==> src/kmst_pkg.sv <==
// ----------------------------------------------------------------------------
// kmst_pkg
// Shared types and constants of the minimum spanning tree block.
// ----------------------------------------------------------------------------
package kmst_pkg;

   // field widths
   localparam int VERT_W   = 4;
   localparam int WEIGHT_W = 16;
   localparam int NV_W     = 5;
   localparam int EDGE_W   = 2 * VERT_W + WEIGHT_W;

   // vertex table depth follows the endpoint width
   localparam int MAX_VERTICES = 1 << VERT_W;

   // default edge store depth
   localparam int MAX_EDGES_DEF = 64;

   // reset value of the vertex count register
   localparam logic [NV_W-1:0] NV_RESET = NV_W'(16);

   // run sequencer states
   typedef enum logic [2:0] {
      ST_IDLE,
      ST_SCAN,
      ST_FIND_A,
      ST_FIND_B,
      ST_END
   } state_type;

   // commands to the union-find unit
   typedef struct packed {
      logic              clear;
      logic              start;
      logic [VERT_W-1:0] node;
      logic              link;
      logic [VERT_W-1:0] link_from;
      logic [VERT_W-1:0] link_to;
   } uf_cmd_type;

   // status from the union-find unit
   typedef struct packed {
      logic              done;
      logic [VERT_W-1:0] root;
   } uf_stat_type;

endpackage

==> src/kmst_ram.sv <==
// ----------------------------------------------------------------------------
// kmst_ram
// Generic single write, single read RAM with registered read data.
// ----------------------------------------------------------------------------
module kmst_ram #(
   parameter int WIDTH = 24,
   parameter int DEPTH = 64
) (
   input  logic                     clock,
   input  logic                     wr_en,
   input  logic [$clog2(DEPTH)-1:0] wr_addr,
   input  logic [WIDTH-1:0]         wr_data,
   input  logic                     rd_en,
   input  logic [$clog2(DEPTH)-1:0] rd_addr,
   output logic [WIDTH-1:0]         rd_data
);

   logic [WIDTH-1:0] mem_ff [DEPTH];
   logic [WIDTH-1:0] rd_data_ff;

   // write port and registered read port
   always_ff @(posedge clock) begin
      if (wr_en) begin
         mem_ff[wr_addr] <= wr_data;
      end
      if (rd_en) begin
         rd_data_ff <= mem_ff[rd_addr];
      end
   end

   assign rd_data = rd_data_ff;

endmodule

==> src/kmst_uf.sv <==
// ----------------------------------------------------------------------------
// kmst_uf
// Union-find unit: parent links with valid bits and a one step per cycle
// root walk.
// ----------------------------------------------------------------------------
module kmst_uf (
   input  logic                 clock,
   input  logic                 reset,
   input  kmst_pkg::uf_cmd_type cmd,
   output kmst_pkg::uf_stat_type stat
);

   logic [kmst_pkg::VERT_W-1:0]     parent_ff [kmst_pkg::MAX_VERTICES];
   logic [kmst_pkg::MAX_VERTICES-1:0] valid_ff;
   logic [kmst_pkg::VERT_W-1:0]     node_ff;
   logic [kmst_pkg::VERT_W-1:0]     root_ff;
   logic                            busy_ff;
   logic                            done_ff;
   logic [kmst_pkg::VERT_W-1:0]     up;

   // an entry never linked is its own root
   always_comb begin
      up = valid_ff[node_ff] ? parent_ff[node_ff] : node_ff;
   end

   // link storage
   always_ff @(posedge clock) begin
      if (cmd.link) begin
         parent_ff[cmd.link_from] <= cmd.link_to;
      end
   end

   // valid bits and root walk
   always_ff @(posedge clock) begin
      if (reset) begin
         valid_ff <= '0;
         busy_ff  <= 1'b0;
         done_ff  <= 1'b0;
      end else begin
         done_ff <= !cmd.start && busy_ff && (up == node_ff);
         if (cmd.clear) begin
            valid_ff <= '0;
         end else if (cmd.link) begin
            valid_ff[cmd.link_from] <= 1'b1;
         end
         if (cmd.start) begin
            busy_ff <= 1'b1;
         end else if (busy_ff && up == node_ff) begin
            busy_ff <= 1'b0;
         end
      end
   end

   // walk position and found root
   always_ff @(posedge clock) begin
      if (cmd.start) begin
         node_ff <= cmd.node;
      end else if (busy_ff) begin
         if (up == node_ff) begin
            root_ff <= node_ff;
         end else begin
            node_ff <= up;
         end
      end
   end

   assign stat.done = done_ff;
   assign stat.root = root_ff;

endmodule

==> src/kruskal_minimum_spanning_tree_top.sv <==
// ----------------------------------------------------------------------------
// kruskal_minimum_spanning_tree_top
// Minimum spanning tree by Kruskal's method over a stored edge list.
// ----------------------------------------------------------------------------
// Usage: set num_vertices through the csr_ write channel (always ready) while
// the block is idle. Each request (start high, busy low) loads one edge; an
// edge with an endpoint at or above the vertex count, or beyond the store
// capacity, is dropped. A request with req_last_edge starts the run and busy
// stays high until the run ends.
// The run does one full pass over the edge store per edge plus a closing
// pass, picking the next edge in (weight, arrival) order. Each edge with
// both endpoints in range adds two root walks in the union-find unit, and
// the run ends with a closing state. The single-port read of the edge RAM
// sets the pass length.
// Each selected edge appears on the rsp_ ports for one cycle with rsp_valid;
// the final one carries rsp_last_result. A run that selects nothing gives one
// result with rsp_none_found. The receiver cannot stall the block.
// Reset empties the store and sets the vertex count to 16.
// ----------------------------------------------------------------------------
module kruskal_minimum_spanning_tree_top #(
   parameter int MAX_EDGES = kmst_pkg::MAX_EDGES_DEF
) (
   input  logic                                clock,
   input  logic                                reset,
   input  logic                                start,
   output logic                                busy,
   input  logic [kmst_pkg::VERT_W-1:0]         req_edge_from,
   input  logic [kmst_pkg::VERT_W-1:0]         req_edge_to,
   input  logic signed [kmst_pkg::WEIGHT_W-1:0] req_edge_weight,
   input  logic                                req_last_edge,
   output logic                                rsp_valid,
   output logic [kmst_pkg::VERT_W-1:0]         rsp_tree_from,
   output logic [kmst_pkg::VERT_W-1:0]         rsp_tree_to,
   output logic signed [kmst_pkg::WEIGHT_W-1:0] rsp_tree_weight,
   output logic                                rsp_none_found,
   output logic                                rsp_last_result,
   input  logic                                csr_valid,
   output logic                                csr_ready,
   input  logic [kmst_pkg::NV_W-1:0]           csr_data
);

   localparam int AW = $clog2(MAX_EDGES);
   localparam int CW = $clog2(MAX_EDGES + 1);
   localparam int VW = kmst_pkg::VERT_W;
   localparam int WW = kmst_pkg::WEIGHT_W;
   localparam int NW = kmst_pkg::NV_W;

   kmst_pkg::state_type   state_ff, state_in;
   kmst_pkg::uf_cmd_type  uf_cmd;
   kmst_pkg::uf_stat_type uf_stat;

   logic [NW-1:0]  num_ff;
   logic [NW-1:0]  nv;
   logic [CW-1:0]  count_ff, count_in;
   logic [CW-1:0]  n_ff;
   logic [CW-1:0]  scan_ff;
   logic           rd_vld_ff;
   logic [AW-1:0]  rd_idx_ff;
   logic           found_ff;
   logic [VW-1:0]  best_from_ff, best_to_ff;
   logic signed [WW-1:0] best_w_ff;
   logic [AW-1:0]  best_idx_ff;
   logic           have_last_ff;
   logic signed [WW-1:0] last_w_ff;
   logic [AW-1:0]  last_idx_ff;
   logic           pend_ff;
   logic [VW-1:0]  pend_from_ff, pend_to_ff;
   logic signed [WW-1:0] pend_w_ff;
   logic [VW-1:0]  ra_ff;

   logic           rsp_valid_ff, rsp_none_ff, rsp_last_ff;
   logic [VW-1:0]  rsp_from_ff, rsp_to_ff;
   logic signed [WW-1:0] rsp_w_ff;

   logic                     accept, load_ok, ram_we, ram_re;
   logic [kmst_pkg::EDGE_W-1:0] rd_data;
   logic [VW-1:0]            e_from, e_to;
   logic signed [WW-1:0]     e_w;
   logic                     after_last, better, scan_end, best_ok, differ;

   // vertex count clipped to the table depth
   always_comb begin
      if (num_ff > NW'(kmst_pkg::MAX_VERTICES)) begin
         nv = NW'(kmst_pkg::MAX_VERTICES);
      end else begin
         nv = num_ff;
      end
   end

   // request and load qualification
   assign accept  = start && (state_ff == kmst_pkg::ST_IDLE);
   assign load_ok = ({1'b0, req_edge_from} < nv) && ({1'b0, req_edge_to} < nv)
                    && (count_ff < CW'(MAX_EDGES));

   // edge unpack and scan compares
   assign e_from     = rd_data[kmst_pkg::EDGE_W-1 -: VW];
   assign e_to       = rd_data[WW +: VW];
   assign e_w        = rd_data[WW-1:0];
   assign after_last = !have_last_ff || (e_w > last_w_ff)
                       || ((e_w == last_w_ff) && (rd_idx_ff > last_idx_ff));
   assign better     = !found_ff || (e_w < best_w_ff);
   assign scan_end   = (scan_ff == n_ff) && !rd_vld_ff;
   assign best_ok    = ({1'b0, best_from_ff} < nv) && ({1'b0, best_to_ff} < nv);
   assign differ     = (ra_ff != uf_stat.root);

   // next state
   always_comb begin
      state_in = state_ff;
      unique case (state_ff)
         kmst_pkg::ST_IDLE: begin
            if (accept && req_last_edge) begin
               state_in = kmst_pkg::ST_SCAN;
            end
         end
         kmst_pkg::ST_SCAN: begin
            if (scan_end) begin
               if (!found_ff) begin
                  state_in = kmst_pkg::ST_END;
               end else if (best_ok) begin
                  state_in = kmst_pkg::ST_FIND_A;
               end
            end
         end
         kmst_pkg::ST_FIND_A: begin
            if (uf_stat.done) begin
               state_in = kmst_pkg::ST_FIND_B;
            end
         end
         kmst_pkg::ST_FIND_B: begin
            if (uf_stat.done) begin
               state_in = kmst_pkg::ST_SCAN;
            end
         end
         kmst_pkg::ST_END: begin
            state_in = kmst_pkg::ST_IDLE;
         end
         default: begin
            state_in = kmst_pkg::ST_IDLE;
         end
      endcase
   end

   // control outputs
   always_comb begin
      ram_we           = accept && load_ok;
      ram_re           = 1'b0;
      uf_cmd.clear     = accept && req_last_edge;
      uf_cmd.start     = 1'b0;
      uf_cmd.node      = best_from_ff;
      uf_cmd.link      = 1'b0;
      uf_cmd.link_from = ra_ff;
      uf_cmd.link_to   = uf_stat.root;
      count_in         = count_ff;
      if (ram_we) begin
         count_in = count_ff + CW'(1);
      end
      unique case (state_ff)
         kmst_pkg::ST_IDLE: begin
         end
         kmst_pkg::ST_SCAN: begin
            ram_re       = (scan_ff < n_ff);
            uf_cmd.start = scan_end && found_ff && best_ok;
         end
         kmst_pkg::ST_FIND_A: begin
            uf_cmd.start = uf_stat.done;
            uf_cmd.node  = best_to_ff;
         end
         kmst_pkg::ST_FIND_B: begin
            uf_cmd.link = uf_stat.done && differ;
         end
         kmst_pkg::ST_END: begin
            count_in = '0;
         end
         default: begin
         end
      endcase
   end

   // control registers
   always_ff @(posedge clock) begin
      if (reset) begin
         state_ff     <= kmst_pkg::ST_IDLE;
         num_ff       <= kmst_pkg::NV_RESET;
         count_ff     <= '0;
         rd_vld_ff    <= 1'b0;
         found_ff     <= 1'b0;
         have_last_ff <= 1'b0;
         pend_ff      <= 1'b0;
         rsp_valid_ff <= 1'b0;
      end else begin
         state_ff     <= state_in;
         count_ff     <= count_in;
         rd_vld_ff    <= ram_re;
         rsp_valid_ff <= ((state_ff == kmst_pkg::ST_FIND_B) && uf_stat.done && differ
                          && pend_ff) || (state_ff == kmst_pkg::ST_END);
         if (csr_valid) begin
            num_ff <= csr_data;
         end
         if (accept && req_last_edge) begin
            found_ff     <= 1'b0;
            have_last_ff <= 1'b0;
            pend_ff      <= 1'b0;
         end
         if (state_ff == kmst_pkg::ST_SCAN) begin
            if (rd_vld_ff && after_last && better) begin
               found_ff <= 1'b1;
            end
            if (scan_end && found_ff) begin
               have_last_ff <= 1'b1;
               found_ff     <= 1'b0;
            end
         end
         if (state_ff == kmst_pkg::ST_FIND_B && uf_stat.done && differ) begin
            pend_ff <= 1'b1;
         end
      end
   end

   // scan and result datapath
   always_ff @(posedge clock) begin
      if (accept && req_last_edge) begin
         n_ff    <= count_in;
         scan_ff <= '0;
      end
      rd_idx_ff <= scan_ff[AW-1:0];
      if (ram_re) begin
         scan_ff <= scan_ff + CW'(1);
      end
      if (state_ff == kmst_pkg::ST_SCAN) begin
         if (rd_vld_ff && after_last && better) begin
            best_from_ff <= e_from;
            best_to_ff   <= e_to;
            best_w_ff    <= e_w;
            best_idx_ff  <= rd_idx_ff;
         end
         if (scan_end && found_ff) begin
            last_w_ff   <= best_w_ff;
            last_idx_ff <= best_idx_ff;
            scan_ff     <= '0;
         end
      end
      if (state_ff == kmst_pkg::ST_FIND_A && uf_stat.done) begin
         ra_ff <= uf_stat.root;
      end
      if (state_ff == kmst_pkg::ST_FIND_B && uf_stat.done && differ) begin
         pend_from_ff <= best_from_ff;
         pend_to_ff   <= best_to_ff;
         pend_w_ff    <= best_w_ff;
         rsp_from_ff  <= pend_from_ff;
         rsp_to_ff    <= pend_to_ff;
         rsp_w_ff     <= pend_w_ff;
         rsp_none_ff  <= 1'b0;
         rsp_last_ff  <= 1'b0;
      end
      if (state_ff == kmst_pkg::ST_END) begin
         rsp_last_ff <= 1'b1;
         if (pend_ff) begin
            rsp_from_ff <= pend_from_ff;
            rsp_to_ff   <= pend_to_ff;
            rsp_w_ff    <= pend_w_ff;
            rsp_none_ff <= 1'b0;
         end else begin
            rsp_from_ff <= '0;
            rsp_to_ff   <= '0;
            rsp_w_ff    <= '0;
            rsp_none_ff <= 1'b1;
         end
      end
   end

   // edge store
   kmst_ram #(
      .WIDTH (kmst_pkg::EDGE_W),
      .DEPTH (MAX_EDGES)
   ) u_edge_ram (
      .clock   (clock),
      .wr_en   (ram_we),
      .wr_addr (count_ff[AW-1:0]),
      .wr_data ({req_edge_from, req_edge_to, req_edge_weight}),
      .rd_en   (ram_re),
      .rd_addr (scan_ff[AW-1:0]),
      .rd_data (rd_data)
   );

   // union-find unit
   kmst_uf u_uf (
      .clock (clock),
      .reset (reset),
      .cmd   (uf_cmd),
      .stat  (uf_stat)
   );

   assign busy            = (state_ff != kmst_pkg::ST_IDLE);
   assign csr_ready       = 1'b1;
   assign rsp_valid       = rsp_valid_ff;
   assign rsp_tree_from   = rsp_from_ff;
   assign rsp_tree_to     = rsp_to_ff;
   assign rsp_tree_weight = rsp_w_ff;
   assign rsp_none_found  = rsp_none_ff;
   assign rsp_last_result = rsp_last_ff;

endmodule

==> config.mk <==
export PLATFORM = sky130hd
export DESIGN_NAME = kruskal_minimum_spanning_tree_top
export DESIGN_NICKNAME = d
export VERILOG_FILES = /design/src/kmst_pkg.sv /design/src/kmst_ram.sv /design/src/kmst_uf.sv /design/src/kruskal_minimum_spanning_tree_top.sv
export SDC_FILE = /design/constraint.sdc
export NUM_CORES = 2
export LEC_CHECK = 0
export BUFFER_PORTS_ARGS = -buffer_cell sky130_fd_sc_hd__buf_2
export CORE_MARGIN = 1
export CORE_UTILIZATION = 45
export CTS_CLUSTER_DIAMETER = 120
export DETAILED_ROUTE_END_ITERATION = 6
export PLACE_DENSITY = 0.62
export SLEW_MARGIN = 10
export SYNTH_ARGS = -nofsm -noshare
export SYNTH_HDL_FRONTEND = slang
export SYNTH_HIERARCHICAL = 1
export SYNTH_SLANG_ARGS = --single-unit
==> constraint.sdc <==
create_clock -name clock -period 4.5 [get_ports clock]
set_input_delay 0.9 -clock clock [delete_from_list [all_inputs] [get_ports clock]]
set_output_delay 0.9 -clock clock [all_outputs]
set_load 0.01 [all_outputs]
==> run_results.csv <==
group,metric,value,unit
global_routing,grtUsageTotal,22.2,%
global_routing,grt_max_degree,134,
finish,fin_nets,3703,
timing,setup_viol,0,
finish,seq_area,0.0535,mm^2
placement,gp_congestion,0.947,
critical_path,r2r-start,"num_ff[4]",
hold_path,hold_start,"csr_data[3]",
clocking,cts_root_buffer,"clkbuf_16",
critical_path,max_stage_delay,0.54,ns
drt,routedWlPerCell,29.8,um
global_routing,overflow,0,
pwr,max-vdd-ir-drop,352,uV
timing,tightest_slew,1.22,ns
floorplan,die_y,396,um
timing,layout_min_cycle_time,3.82,ns
logic_synthesis,ys_top_cells_by_count,"1,744 x edfxtp_1, 369 x mux4_2, 132 x nor2_1",
finish,fillCellCount,12003,
critical_path,crit_chain,"nand2b_1, ha_1, o21ai_0, o21ai_1, a2111oi_4, or2_1, buf_4, nor2b_1, nand4_1, nor3_4, buf_4",
logic_synthesis,synth_top_area_cell,"edfxtp_1",
drt,avgViaCountPerCell,5.90,
critical_path,cp-end-kind,"flip-flop",
timing,setup_tns,0,ns
logic_synthesis,seq_area_frac_synth,76.5,%
critical_path,cp-start-kind,"flip-flop",
clocking,ctsHoldBuffers,0,
pwr,p_leak,25.1,nW
critical_path,worstReg2RegEnd,"u_edge_ram/mem_ff[49][19]",
clocking,cts_buffers,177,
timing,fmax,262,MHz
drt,routed.top_layer,"met5",
drt,drc,0,
placement,dp_slack,0.422,ns
finish,syn_to_final_growth,13.8,%
critical_path,path_class,"flip-flop to flip-flop",
global_routing,grt_pass1_vias,33302,
floorplan,rows,144,
critical_path,crit_required,4.97,ns
drt,dr.first_iter.drc_count,4730,
timing,min_period_over_period,84.8,%
floorplan,num_io_pins,63,
logic_synthesis,synth.cell_area,0.0699,mm^2
drt,routed_wl,173000,um
pwr,combPwrFrac,20.3,%
critical_path,reg2reg_setup_slack,0.68,ns
placement,place_inst,5476,
logic_synthesis,netlist_instances,3339,
floorplan,dieArea,0.157,mm^2
timing,hold_violations,0,
pwr,seqPwrFrac,45.5,%
timing,slew-limit-headroom,18.7,%
critical_path,reg2reg_depth,11,
logic_synthesis,synth_most_common_cell,"edfxtp_1",
pwr,netSwitchingFraction,27.1,%
logic_synthesis,syn_avg_cell_area,20.9,um^2
logic_synthesis,synth_top_area_share,74.9,%
timing,layout_setup_ws,0.684,ns
drt,wl_met2,78300,um
critical_path,critPathBufInv,2,
floorplan,die_w,396,um
logic_synthesis,synthFlopType,"edfxtp_1",
critical_path,crit_arrival,4.28,ns
pwr,internal_power,30.8,mW
timing,fin_worst_skew,0.0218,ns
drt,dr.pass1.iters,6,
timing,rsz0062_at_grt,"false",
finish,instances_no_fill,5804,
placement,numPortBuffers,61,
clocking,htreeDepth,4,
placement,place_hpwl,107000,um
hold_path,worstHoldPathCells,3,
logic_synthesis,ys_ff_latch,1800,
hold_path,hold_end,"num_ff[3]",
logic_synthesis,synth.yosys.warnings,6,
drt,wl_met3,16200,um
logic_synthesis,synth_edf_count,1744,
drt,vias,34269,
hold_path,hp-class,"input pin to flip-flop",
logic_synthesis,async_flop_share,0,%
clocking,clock_path_buffers,3,
logic_synthesis,synth_nets,3431,
pwr,p_sw,11.5,mW
floorplan,core,0.154,mm^2
clocking,cts_tree,"done",
pwr,power,42.2,mW
critical_path,critical-path-top-delay-family,"simple AND/OR/NAND/NOR gates",
floorplan,start_util,45.4,%
pwr,pwr-share-clk,34.2,%
logic_synthesis,yosysUniqueCellTypes,73,
clocking,cts_resized,0,
critical_path,crit_top_cell,"buf_4",
drt,wl_met1,72900,um
finish,drive_above_1_share,27.3,%
clocking,cts.clk_slew.worst_paths,0.06,ns
drt,ant_nets,0,
clocking,clk_latency,0.81,ns
global_routing,antenna_found_initial,8,
clocking,cts_post_setup_buffers_inserted,0,
finish,multi_input_area,0.0155,mm^2
timing,drv_slew,0,
run,cap_violations,0,
clocking,clock-sinks,1800,
outcome,run_status,"completed",
logic_synthesis,yosys-top-cells-area,"edfxtp_1 75%, mux4_2 12%, mux2i_1 1.7%",
global_routing,grt_pass1_wl,246000,um
pwr,powerDensity,531,mW/mm^2
critical_path,critPathSlowestCell,"dfxtp_1",
critical_path,path_max_fanout,24,
## power by group through the flow
| stage | combinational, mW | clock (mW) | sequential, mW |
|---|---|---|---|
| after floorplan | 5.62 | 0 | 19.3 |
| after global placement | 8.55 | 0 | 19.5 |
| after detailed placement | 8.58 | 0 | 19.5 |
| after CTS | 8.60 | 14.7 | 19.2 |
| after global routing | 9.03 | 15.3 | 19.2 |
| final | 8.58 | 14.4 | 19.2 |
## area by class of cell
class | count | area share, %
Multi-Input combinational cell | 1319 | 19.5
Clock inverter | 95 | 1.08
Timing Repair Buffer | 257 | 2.68
Tap cell | 2044 | 3.22
Antenna cell | 2 | 0.00629
Inverter | 56 | 0.264
Clock buffer | 231 | 6.02
Sequential cell | 1800 | 67.3
## per-stage QoR
step,utilization [%],cell area (um^2),hold WS [ns]
after floorplan,-,69900,0.400
after global placement,48.0,73900,0.401
after CTS,51.6,79500,0.282
after global routing,51.6,79500,0.308
after detailed placement,48.0,73900,0.405
final,51.6,79500,0.342
## layout by cell type (no fill, tap or decap), types with 14 or more instances in the layout
master        n
a21oi_1      43
a221oi_1     54
a22oi_1      35
a31oi_1      14
and3_1       19
buf_12       27
buf_2        55
buf_4       175
clkbuf_1     43
clkbuf_16   181
clkinv_1     36
clkinv_2     29
dfxtp_1      51
edfxtp_1   1744
ha_1         58
inv_1        51
mux2_2       57
mux2i_1     119
mux4_2      369
nand2_1      57
nand2b_1     19
nand3_1      30
nor2_1       69
nor2_2       63
nor2b_1      40
o21a_1       31
o21ai_0      22
o22ai_1      53
or3_1        14
## layer usage
metal / vias up / track usage, %
li1: 14397 / -
met1: 18009 / 33.0
met2: 1613 / 32.6
met3: 248 / 4.48
met4: 2 / 7.54
met5: - / 0
## state kept, by name, indices dropped and copies added, names as in the netlist, 5 cells and up, named ones only
name,flops
u_uf/parent_ff,64
num_ff,5
n_ff,7
last_idx_ff,6
u_uf/valid_ff,16
best_w_ff,16
count_ff,7
rd_idx_ff,6
rsp_tree_weight,16
last_w_ff,16
scan_ff,7
u_edge_ram/mem_ff,1536
pend_w_ff,16
best_idx_ff,6
u_edge_ram/rd_data,24
## cells by family (layout without fill, tap and decap cells)
| logic type | Yosys count | after routing | synth area share, % |
|---|---|---|---|
| flops | 1800 | 1800 | 76.5 |
| compound gates | 311 | 311 | 3.20 |
| buf+inv | 220 | 639 | 1.58 |
| mux | 555 | 555 | 14.7 |
| fa+ha+maj | 58 | 58 | 1.04 |
| other cells | 1 | 3 | 0.00537 |
| xor+xnor | 13 | 13 | 0.163 |
| simple gates | 381 | 381 | 2.74 |
## worst min-delay path, delay by kind of cell
family                 cells  cell delay [ns]
muxes                      1             0.05
buffers and inverters      1             0.08
and+or+nand+nor            1             0.07
## how the worst max path moves through the flow
stage	to	cells after the start	slack, ns	start
floorplan	best_from_ff[0]	7	0.13	u_edge_ram/rd_data[13]
CTS	u_edge_ram/mem_ff[48][21]	11	0.71	num_ff[4]
global route	u_edge_ram/mem_ff[48][21]	11	0.49	num_ff[4]
global placement	u_edge_ram/mem_ff[48][11]	11	0.44	req_edge_from[0]
finish	u_edge_ram/mem_ff[49][19]	11	0.68	num_ff[4]
detailed placement	u_edge_ram/mem_ff[48][6]	11	0.42	req_edge_to[0]
Note: power is estimated with default switching activity, not from simulation.
